### src/rtl/hbd_pkg.sv
// Package with the shared types, codes and helpers of the body deframer.
`timescale 1ns / 1ps

package hbd_pkg;

   // Body framing modes.
   localparam logic [1:0] MODE_CHUNKED = 2'd0;
   localparam logic [1:0] MODE_LENGTH  = 2'd1;
   localparam logic [1:0] MODE_CLOSE   = 2'd2;

   // Error codes reported on the result channel.
   localparam logic [1:0] ERR_NONE      = 2'd0;
   localparam logic [1:0] ERR_NO_DIGITS = 2'd1;
   localparam logic [1:0] ERR_DELIM     = 2'd2;
   localparam logic [1:0] ERR_OVERFLOW  = 2'd3;

   // Configuration register indexes.
   localparam logic [1:0] CSR_BODY_MODE   = 2'd0;
   localparam logic [1:0] CSR_BODY_LENGTH = 2'd1;

   // Line delimiters.
   localparam logic [7:0] CH_CR = 8'h0D;
   localparam logic [7:0] CH_LF = 8'h0A;

   // Configuration as seen by the decoder.
   typedef struct packed {
      logic [1:0]  body_mode;
      logic [31:0] body_length;
   } cfg_type;

   // One word held in the input register.
   typedef struct packed {
      logic       valid;
      logic [7:0] data;
   } in_word_type;

   // Result of a hex digit lookup.
   typedef struct packed {
      logic       ok;
      logic [3:0] value;
   } hex_type;

   // Decodes one ASCII hex digit, either case.
   function automatic hex_type hex_value(input logic [7:0] c);
      hex_type h;
      h.ok    = 1'b0;
      h.value = 4'd0;
      if (c >= 8'h30 && c <= 8'h39) begin
         h.ok    = 1'b1;
         h.value = 4'(c - 8'h30);
      end else if (c >= 8'h41 && c <= 8'h46) begin
         h.ok    = 1'b1;
         h.value = 4'(c - 8'h41 + 8'd10);
      end else if (c >= 8'h61 && c <= 8'h66) begin
         h.ok    = 1'b1;
         h.value = 4'(c - 8'h61 + 8'd10);
      end
      return h;
   endfunction

endpackage

### src/rtl/hbd_in_stage.sv
// Input register stage of the body deframer.
`timescale 1ns / 1ps

module hbd_in_stage (
   input  logic               clock,
   input  logic               reset,
   input  logic               req_valid,
   output logic               req_ready,
   input  logic [7:0]         req_in_byte,
   input  logic               advance,
   output hbd_pkg::in_word_type in_word
);

   logic       valid_ff;
   logic [7:0] byte_ff;

   // The register takes a new word when empty or when its word moves on.
   assign req_ready = !valid_ff || advance;

   always_ff @(posedge clock) begin
      if (reset) begin
         valid_ff <= 1'b0;
      end else if (req_valid && req_ready) begin
         valid_ff <= 1'b1;
      end else if (advance) begin
         valid_ff <= 1'b0;
      end
   end

   // The byte itself needs no reset.
   always_ff @(posedge clock) begin
      if (req_valid && req_ready) begin
         byte_ff <= req_in_byte;
      end
   end

   assign in_word.valid = valid_ff;
   assign in_word.data  = byte_ff;

endmodule

### src/rtl/hbd_decoder.sv
// Framing state machine and result register of the body deframer.
`timescale 1ns / 1ps

module hbd_decoder #(
   parameter int LENGTH_BITS = 32
) (
   input  logic                 clock,
   input  logic                 reset,
   input  hbd_pkg::cfg_type     cfg,
   input  hbd_pkg::in_word_type in_word,
   output logic                 advance,
   output logic                 rsp_valid,
   input  logic                 rsp_ready,
   output logic [7:0]           rsp_out_byte,
   output logic                 rsp_payload_valid,
   output logic                 rsp_body_done,
   output logic [1:0]           rsp_error_code
);

   // The counter also serves as the byte count in length mode.
   localparam int CNT_W = (LENGTH_BITS > 32) ? LENGTH_BITS : 32;
   localparam logic [CNT_W-1:0] SIZE_MASK = {CNT_W{1'b1}} >> (CNT_W - LENGTH_BITS);

   typedef enum logic [2:0] {
      PH_SIZE,
      PH_SIZE_LF,
      PH_DATA,
      PH_DATA_CR,
      PH_DATA_LF
   } phase_type;

   phase_type        phase_ff, phase_in;
   logic [CNT_W-1:0] count_ff, count_in;
   logic             digit_seen_ff, digit_seen_in;
   logic             in_ext_ff, in_ext_in;
   logic             finished_ff, finished_in;
   logic [1:0]       error_ff, error_in;
   logic             payload_in;

   logic             rsp_valid_ff;
   logic [7:0]       out_byte_ff;
   logic             payload_ff;
   logic             done_ff;
   logic [1:0]       err_out_ff;

   logic             fire;
   logic [7:0]       c;
   hbd_pkg::hex_type hex;
   logic [CNT_W-1:0] len_ext;
   logic [CNT_W-1:0] count_shift;
   logic [CNT_W-1:0] count_dec;
   logic [CNT_W-1:0] count_inc;
   logic             below_len;

   // A word is consumed whenever the result register is free or drains.
   assign advance = !rsp_valid_ff || rsp_ready;
   assign fire    = in_word.valid && advance;
   assign c       = in_word.data;
   assign hex     = hbd_pkg::hex_value(c);

   // Arithmetic shared by the framing cases.
   assign len_ext     = CNT_W'(cfg.body_length);
   assign count_shift = CNT_W'({count_ff[LENGTH_BITS-5:0], hex.value});
   assign count_dec   = (count_ff - CNT_W'(1)) & SIZE_MASK;
   assign count_inc   = count_ff + CNT_W'(1);
   assign below_len   = count_ff < len_ext;

   // Next state and result for the word in the input register.
   always_comb begin
      phase_in      = phase_ff;
      count_in      = count_ff;
      digit_seen_in = digit_seen_ff;
      in_ext_in     = in_ext_ff;
      finished_in   = finished_ff;
      error_in      = error_ff;
      payload_in    = 1'b0;
      if (error_ff == hbd_pkg::ERR_NONE && !finished_ff) begin
         case (cfg.body_mode)
            hbd_pkg::MODE_CHUNKED: begin
               case (phase_ff)
                  PH_SIZE: begin
                     if (in_ext_ff) begin
                        if (c == hbd_pkg::CH_CR) phase_in = PH_SIZE_LF;
                     end else if (hex.ok) begin
                        if (count_ff[LENGTH_BITS-1 -: 4] != 4'd0) begin
                           error_in = hbd_pkg::ERR_OVERFLOW;
                        end else begin
                           count_in      = count_shift;
                           digit_seen_in = 1'b1;
                        end
                     end else if (!digit_seen_ff) begin
                        error_in = hbd_pkg::ERR_NO_DIGITS;
                     end else if (c == hbd_pkg::CH_CR) begin
                        phase_in = PH_SIZE_LF;
                     end else begin
                        in_ext_in = 1'b1;
                     end
                  end
                  PH_SIZE_LF: begin
                     if (c != hbd_pkg::CH_LF) begin
                        error_in = hbd_pkg::ERR_DELIM;
                     end else if (count_ff == '0) begin
                        finished_in = 1'b1;
                     end else begin
                        phase_in = PH_DATA;
                     end
                  end
                  PH_DATA: begin
                     count_in   = count_dec;
                     payload_in = 1'b1;
                     if (count_dec == '0) phase_in = PH_DATA_CR;
                  end
                  PH_DATA_CR: begin
                     if (c != hbd_pkg::CH_CR) error_in = hbd_pkg::ERR_DELIM;
                     else phase_in = PH_DATA_LF;
                  end
                  PH_DATA_LF: begin
                     if (c != hbd_pkg::CH_LF) begin
                        error_in = hbd_pkg::ERR_DELIM;
                     end else begin
                        phase_in      = PH_SIZE;
                        count_in      = '0;
                        digit_seen_in = 1'b0;
                        in_ext_in     = 1'b0;
                     end
                  end
                  default: begin
                     phase_in = PH_SIZE;
                  end
               endcase
            end
            hbd_pkg::MODE_LENGTH: begin
               // Pass bytes until the count reaches the declared length.
               if (below_len) begin
                  payload_in  = 1'b1;
                  count_in    = count_inc;
                  finished_in = (count_inc == len_ext);
               end else begin
                  finished_in = 1'b1;
               end
            end
            default: begin
               payload_in = 1'b1;
            end
         endcase
      end
   end

   // State and result registers.
   always_ff @(posedge clock) begin
      if (reset) begin
         phase_ff      <= PH_SIZE;
         count_ff      <= '0;
         digit_seen_ff <= 1'b0;
         in_ext_ff     <= 1'b0;
         finished_ff   <= 1'b0;
         error_ff      <= hbd_pkg::ERR_NONE;
         rsp_valid_ff  <= 1'b0;
         out_byte_ff   <= 8'd0;
         payload_ff    <= 1'b0;
         done_ff       <= 1'b0;
         err_out_ff    <= hbd_pkg::ERR_NONE;
      end else if (fire) begin
         phase_ff      <= phase_in;
         count_ff      <= count_in;
         digit_seen_ff <= digit_seen_in;
         in_ext_ff     <= in_ext_in;
         finished_ff   <= finished_in;
         error_ff      <= error_in;
         rsp_valid_ff  <= 1'b1;
         out_byte_ff   <= payload_in ? c : 8'd0;
         payload_ff    <= payload_in;
         done_ff       <= finished_in;
         err_out_ff    <= error_in;
      end else if (rsp_ready) begin
         rsp_valid_ff  <= 1'b0;
      end
   end

   assign rsp_valid         = rsp_valid_ff;
   assign rsp_out_byte      = out_byte_ff;
   assign rsp_payload_valid = payload_ff;
   assign rsp_body_done     = done_ff;
   assign rsp_error_code    = err_out_ff;

endmodule

### src/rtl/http_body_deframer.sv
// Top level of the HTTP/1.1 body deframer: chunked, length and close modes.
//
//   Channel   Direction  Ports                            Word
//   req       in         req_valid req_ready req_in_byte  one body byte
//   rsp       out        rsp_valid rsp_ready rsp_*        payload byte and status
//   csr       in         csr_valid csr_ready csr_index    register write
//                        csr_data
//
// One byte is accepted per cycle while rsp_ready is high; each accepted byte
// waits in the input register and its result is then loaded into the result
// register. The rate is set by the state update of the decoder. Reset clears the
// framing state, errors and both registers; config returns to chunked mode with
// length zero. When rsp_ready is low the result holds and the input register
// still takes one more byte, if it is empty, before req_ready drops.
`timescale 1ns / 1ps

module http_body_deframer #(
   parameter int LENGTH_BITS = 32
) (
   input  logic        clock,
   input  logic        reset,
   input  logic        req_valid,
   output logic        req_ready,
   input  logic [7:0]  req_in_byte,
   output logic        rsp_valid,
   input  logic        rsp_ready,
   output logic [7:0]  rsp_out_byte,
   output logic        rsp_payload_valid,
   output logic        rsp_body_done,
   output logic [1:0]  rsp_error_code,
   input  logic        csr_valid,
   output logic        csr_ready,
   input  logic [1:0]  csr_index,
   input  logic [31:0] csr_data
);

   logic [1:0]           body_mode_ff;
   logic [31:0]          body_length_ff;
   hbd_pkg::cfg_type     cfg;
   hbd_pkg::in_word_type in_word;
   logic                 advance;

   // Configuration writes are always taken; unknown indexes are ignored.
   assign csr_ready = 1'b1;

   always_ff @(posedge clock) begin
      if (reset) begin
         body_mode_ff   <= hbd_pkg::MODE_CHUNKED;
         body_length_ff <= '0;
      end else if (csr_valid && csr_ready) begin
         case (csr_index)
            hbd_pkg::CSR_BODY_MODE:   body_mode_ff   <= csr_data[1:0];
            hbd_pkg::CSR_BODY_LENGTH: body_length_ff <= csr_data;
            default: begin
            end
         endcase
      end
   end

   assign cfg.body_mode   = body_mode_ff;
   assign cfg.body_length = body_length_ff;

   hbd_in_stage u_in_stage (
      .clock       (clock),
      .reset       (reset),
      .req_valid   (req_valid),
      .req_ready   (req_ready),
      .req_in_byte (req_in_byte),
      .advance     (advance),
      .in_word     (in_word)
   );

   hbd_decoder #(
      .LENGTH_BITS (LENGTH_BITS)
   ) u_decoder (
      .clock             (clock),
      .reset             (reset),
      .cfg               (cfg),
      .in_word           (in_word),
      .advance           (advance),
      .rsp_valid         (rsp_valid),
      .rsp_ready         (rsp_ready),
      .rsp_out_byte      (rsp_out_byte),
      .rsp_payload_valid (rsp_payload_valid),
      .rsp_body_done     (rsp_body_done),
      .rsp_error_code    (rsp_error_code)
   );

endmodule

### config.mk
export PLATFORM = sky130hd
export DESIGN_NAME = http_body_deframer
export DESIGN_NICKNAME = d
export VERILOG_FILES = /design/src/rtl/hbd_pkg.sv /design/src/rtl/hbd_in_stage.sv /design/src/rtl/hbd_decoder.sv /design/src/rtl/http_body_deframer.sv
export SDC_FILE = /design/constraint.sdc
export NUM_CORES = 1
export LEC_CHECK = 0
export BUFFER_PORTS_ARGS = -buffer_cell sky130_fd_sc_hd__buf_2
export CAP_MARGIN = 25
export CORE_MARGIN = 3
export CORE_UTILIZATION = 60
export DETAILED_ROUTE_END_ITERATION = 16
export PLACE_DENSITY = 0.8
export SLEW_MARGIN = 30
export SYNTH_ARGS = -nofsm -noshare
export SYNTH_HDL_FRONTEND = slang
export SYNTH_SLANG_ARGS = --single-unit
### constraint.sdc
create_clock -name clock -period 3.3 [get_ports clock]
set_input_delay 0.66 -clock clock [delete_from_list [all_inputs] [get_ports clock]]
set_output_delay 0.66 -clock clock [all_outputs]
set_load 0.01 [all_outputs]
# == Word-level counts from Yosys, hierarchy flattened ==
# Index checks and enable logic that the tools add are counted.
# Widths: inputs -> output; s select.
# totals
output_inout_bits,15
word_cells,143
inputBits,47
register_bits,93
# classes
mux,51
order_cmp,7
n_eq_ne,33
n_reduce_logical,32
n_addsub,7
# op_table
operator,n
$mux 32,5
$pmux 32 s3,1
$logic_not 32->1,2
$pmux 32 s2,1
$add 32x1->32 const B,1
$eq 32x32->1,1
$lt 32x32->1,1
$sub 32x1->32 const B,1
$mux 3,9
$mux 1,19
$reduce_and 9->1,2
$ge 8x7->1 const B,2
$le 8x7->1 const B,2
$ne 2x2->1 const B,8
$ne 8x4->1 const B,2
$mux 5,3
$ne 3x3->1 const B,5
$pmux 3 s5,1
$mux 2,6
$ne 2x1->1 const B,6
$sub 4x1->4 const B,3
$reduce_and 10->1,1
$add 4x4->4 const B,2
$eq 8x4->1 const B,1
25 further kinds,45

# == Logic depth before layout (Yosys ltp) ==
# depth
depth_word,10
depth_mapped,12
ltp_nobuf,10

# == By module ==
# A second synthesis with hierarchy kept.
# unflattened
cells_unflattened,1015
area_unflattened_um2,7786.2
# modules_own_cells
module,seq_area_each_um2,area_per_inst_um2,cells_each,instances
hbd_decoder,1001.0,5921.9,852,1
http_body_deframer,680.7,1561.5,149,1
hbd_in_stage,260.2,302.8,14,1

# == Worst setup path after synthesis ==
# Ideal clock, no wire load.
# synth_path
kind,flip-flop to flip-flop
from,reg u_decoder.count_ff[1]
to,reg u_decoder.phase_ff[0]
slack_ns,0.445
period_less_slack_ns,2.855
t_required_ns,3.232
arrival_time_ns,2.787
setup_time_ns,0.068
path_buffers,1
path_stages_with_launch,12
cell_sequence,dfxtp_1 buf_2 inv_1 ha_1 nor3b_2 nand3_1 or3_1 xnor2_1 or4_1 and4b_1 nand3_1 o21ai_2
# synth_via
elab_chain_len,4
elab_cells_between_ends,6
classes_between,add/sub (1); eq/ne (2); reduce/logical (3)
# synth_rtl
element,line_no,source
from (decl),hbd_decoder.sv:33,"logic [CNT_W-1:0] count_ff, count_in;"
from (signal assigned),hbd_decoder.sv:165,count_ff <= count_in;
$sub 32x1->32,hbd_decoder.sv:64,assign count_dec = (count_ff - CNT_W'(1)) & SIZE_MASK;
$logic_not 32->1,hbd_decoder.sv:111,if (count_dec == '0) phase_in = PH_DATA_CR;
$ne 2x1->1 (no source line),n/a,
$reduce_and 10->1 (no source line) (*),n/a,
to (signal assigned),hbd_decoder.sv:164,phase_ff <= phase_in;
to (decl),hbd_decoder.sv:32,"phase_type phase_ff, phase_in;"
# Mark *: on every way between the ends. The rest lies on a longest branch, timed or not.
# A chain may end at the register's enable or synchronous reset.

# == Worst setup path after layout ==
# layout_path
from,reg u_in_stage.byte_ff[1]
to,reg u_decoder.count_ff[0]
# layout_via
elab_chain_len,10
elab_cells_between_ends,21
classes_between,order compare (6); eq/ne (3); mux (8); reduce/logical (4)
# layout_rtl
element,line_no,source
from (decl),hbd_in_stage.sv:15,logic [7:0] byte_ff;
from (signal assigned),hbd_in_stage.sv:33,byte_ff <= req_in_byte;
$ge 8x7->1 / $le 8x7->1 (equally long branches),hbd_pkg.sv:54,end else if (c >= 8'h61 && c <= 8'h66) begin
$logic_and 1x1->1,hbd_pkg.sv:54,
$mux 5,hbd_pkg.sv:54,
$mux 5,hbd_pkg.sv:51,end else if (c >= 8'h41 && c <= 8'h46) begin
$mux 5,hbd_pkg.sv:48,if (c >= 8'h30 && c <= 8'h39) begin
$mux 32,hbd_decoder.sv:85,if (count_ff[LENGTH_BITS-1 -: 4] != 4'd0) begin
$mux 32,hbd_decoder.sv:84,end else if (hex.ok) begin
$mux 32,hbd_decoder.sv:82,if (in_ext_ff) begin
$pmux 32 s3,hbd_decoder.sv:80,case (phase_ff)
$pmux 32 s2,hbd_decoder.sv:78,case (cfg.body_mode)
# Several ways; a longest one is shown, not always the timed one. The select of a mux whose other input is x is not followed.

==> metrics.md <==
| Metric | Value |
|---|---|
| Register area share after synthesis | `0.2655` |
| Htree depth | `3` |
| Pwr/cell area | `351.8 mW/mm²` |
| Number of synthesized register bits | `93` |
| Port bufs | `60` |
| Core Box Area | `0.01166 mm²` |
| Area Overhead vs Synth | `12.21%` |
| Setup TNS | `0 ns` |
| Most common library cells after synthesis | `nand2_1 (132), a21oi_1 (106), dfxtp_1 (85), nor2_1 (70), clkbuf_1 (62)` |
| Slew Limit Fails | `0` |
| Area share of the largest cell type after synthesis | `0.2326` |
| Overall Global Routing Usage | `0.3261` |
| Crit-path slowest cell | `a2111oi_1` |
| Avg Vias per Cell | `6.585` |
| Clock sinks | `93` |
| Distinct cells, synth | `81` |
| Post-route setup slack | `0.2304 ns` |
| Initial Utilization | `0.6272` |
| HP Class | `register to register` |
| Syn Std Cell Area | `0.007315 mm²` |
| Most numerous cell in the Yosys netlist | `nand2_1` |
| Kind of critical path | `register to register` |
| Ranking of synthesized cells by area | `dfxtp_1 (23%), a21oi_1 (7.3%), ha_1 (6.8%), nand2_1 (6.8%), xnor2_1 (4.8%)` |
| ANT cells | `0` |
| Fillcell total | `990` |
| Dpl cell area | `0.007895 mm²` |
| Worst slew pin tran | `1.026 ns` |
| GPL Wtd Cong | `0.9524` |
| Crit-path cells | `inv_1 -> ha_1 -> o21bai_1 -> a2111oi_1 -> a21o_1 -> a311oi_1 -> o22ai_1 -> o211ai_1 -> buf_12 -> a311o_1 -> a21oi_1` |
| Cts hold-fix bufs | `0` |
| Arrival @ worst endpoint | `3.36 ns` |
| Synth area leader | `dfxtp_1` |
| Share of cells above drive strength 1 | `0.1459` |
| CTS tree | `built` |
| Post-synth EDFFs | `8` |
| Die W | `116.4 µm` |
| Final min period | `3.070 ns` |
| Final Skew | `0.01581 ns` |
| Vias in the first global route | `7117` |
| Critical path launch point type | `register` |
| CTS max path bufs | `2` |
| CTS Buf Count | `9` |
| CP peak stage delay | `0.63 ns` |
| Final Instance Area | `0.008208 mm²` |
| Syn Area/Cell | `7.366 µm²` |
| Largest net degree at the start of global routing | `72` |
| Net Count, Synth | `1080` |
| WL/cell | `18.39 µm` |
| Synthesis Warnings | `0` |
| MaxCap Viol Count | `0` |
| Die Span Y | `116.4 µm` |
| DRC | `0` |
| HPWL after DPL | `15310 µm` |
| RSZ-0062 raised after global routing | `false` |
| Final Cycle Share | `0.9302` |
| First-pass GRT wire length | `35360 µm` |
| ANT nets after route | `0` |
| Max VDD drop | `0.0003718 V` |
| Ports | `62` |
| Post-route insts no fill | `1185` |
| Fmax | `0.3258 GHz` |
| Most used flip-flop cell after synthesis | `dfxtp_1` |
| Crit path max fanout | `63` |
| Hold Vio Cnt, Final | `0` |
| Ys async rst share | `0` |
| Clk_lat worst skew | `0.37 ns` |
| CP Data Required Time | `3.59 ns` |
| Row cnt | `39` |
| Clock transition at path regs | `0.08 ns` |
| DRT Wirelength | `21800 µm` |
| Crit path capture type | `register` |
| Clock root cell | `clkbuf_16` |
| # setup viols final | `0` |
| 1st-iter DRT viols | `984` |
| Final #Nets | `1124` |
| Pre-CTS setup slack | `0.06654 ns` |
| Synthesized instance count | `993` |
| Status | `complete, no violations` |
| Max transition margin | `0.3153` |
| DIE AREA | `0.01355 mm²` |
| Grt total ovfl | `0` |
| Vias post-DR | `7803` |
| Placed cell count | `1169` |
| Pleak | `3.221 nW` |
| DRT Pass-1 Iters | `6` |
| Initial antenna violation count | `0` |
==> registers in the layout (all words and copies together) (netlist names) <==
name,count
body_length_ff,32
body_mode_ff,2
u_decoder.count_ff,32
u_decoder.digit_seen_ff,1
u_decoder.error_ff,2
u_decoder.finished_ff,1
u_decoder.in_ext_ff,1
u_decoder.phase_ff,3
u_decoder.rsp_out_byte,8
u_decoder.rsp_payload_valid,1
u_decoder.rsp_valid,1
u_in_stage.byte_ff,8
u_in_stage.valid_ff,1
==> critical path, delay by kind of cell (launching register included) <==
kind	cells	cell delay (ns)
AO/OA/AOI/OAI	8	1.95
flip-flops	1	0.50
buffers and inverters	2	0.37
adder cells (fa/ha/maj)	1	0.18
==> layer usage <==
| layer | track usage | wire length, µm |
|---|---|---|
| met1 | 0.4399 | 8963 |
| met5 | 0 | 0 |
| met2 | 0.5156 | 9925 |
| met4 | 0.1137 | 671 |
| met3 | 0.07202 | 2237 |
==> final cells by class <==
| cell class | count | area, µm² | area share |
|---|---|---|---|
| multi-input cells | 776 | 4916 | 0.5989 |
| flip-flops and latches | 93 | 1943 | 0.2367 |
| repair buffers | 115 | 725.7 | 0.08841 |
| clock buffers | 9 | 225.2 | 0.02744 |
| well taps | 143 | 178.9 | 0.02180 |
| inverters | 42 | 157.7 | 0.01921 |
| clock inverters | 7 | 61.31 | 0.007470 |
==> cells in the final DEF (no fill, tap or decap), drive strengths merged, types with 4 or more instances in the layout <==
master  count
nand2     132
buf       115
a21oi     106
dfxtp      85
nor2       70
inv        47
nor3       44
xnor2      40
ha         40
nand3      38
o21ai      36
xor2       29
o32ai      20
nand4      15
nor4       15
nand2b     12
a221oi     10
or3        10
a31oi      10
clkbuf      9
or2         9
a211oi      8
and3        8
a22o        8
edfxtp      8
a21o        7
o31ai       7
mux2i       7
nor3b       7
and2        6
o22ai       6
o211ai      6
nor2b       6
a311oi      5
or4         5
o21a        4
and4        4
==> power by group <==
group | total, mW | internal (mW) | leakage [nW] | switching [mW]
combinational | 0.639 | 0.255 | 2.31 | 0.383
clock | 1.04 | 0.529 | 0.142 | 0.509
sequential | 1.21 | 1.17 | 0.767 | 0.0402
==> cell families (layout without fill, tap and decap cells) <==
group	after synthesis	in the layout	share of synthesized area
XOR/XNOR	69	69	0.08262
buffers and inverters	124	173	0.06654
AO/OA/AOI/OAI	269	269	0.2427
other	1	1	0.0005127
adder cells (fa/ha/maj)	40	40	0.06842
multiplexers	8	8	0.01112
flip-flops	93	93	0.2655
AND/OR/NAND/NOR	389	389	0.2626
==> path summary, 6_finish.rpt <==
kind | from | end | slack (ns) | depth (start not counted)
max | u_in_stage.byte_ff[1]$_DFFE_PP_ | u_decoder.count_ff[0]$_SDFFE_PP0P_ | 0.23 | 11
min | u_decoder.rsp_payload_valid$_SDFFE_PP0P_ | u_decoder.rsp_payload_valid$_SDFFE_PP0P_ | 0.45 | 1
max reg2reg | u_in_stage.byte_ff[1]$_DFFE_PP_ | u_decoder.count_ff[0]$_SDFFE_PP0P_ | 0.23 | 11
min reg2reg | u_decoder.rsp_payload_valid$_SDFFE_PP0P_ | u_decoder.rsp_payload_valid$_SDFFE_PP0P_ | 0.45 | 1
==> what timing repair did <==
action                     CTS  global route
buffers inserted             0             0
setup endpoints to repair    1             1
resized for setup            1             5
==> through the flow <==
stage | hold WS (ns) | power, mW | util
2_1_floorplan | 0.4406 | 1.658 | -
3_3_place_gp | 0.4302 | 1.840 | 0.6770
3_5_place_dp | 0.4353 | 1.852 | 0.6770
4_1_cts | 0.4531 | 2.881 | 0.7020
5_1_grt | 0.4537 | 2.999 | 0.7038
6_report | 0.4523 | 2.887 | 0.7038
Note: power is estimated with default switching activity, not from simulation.
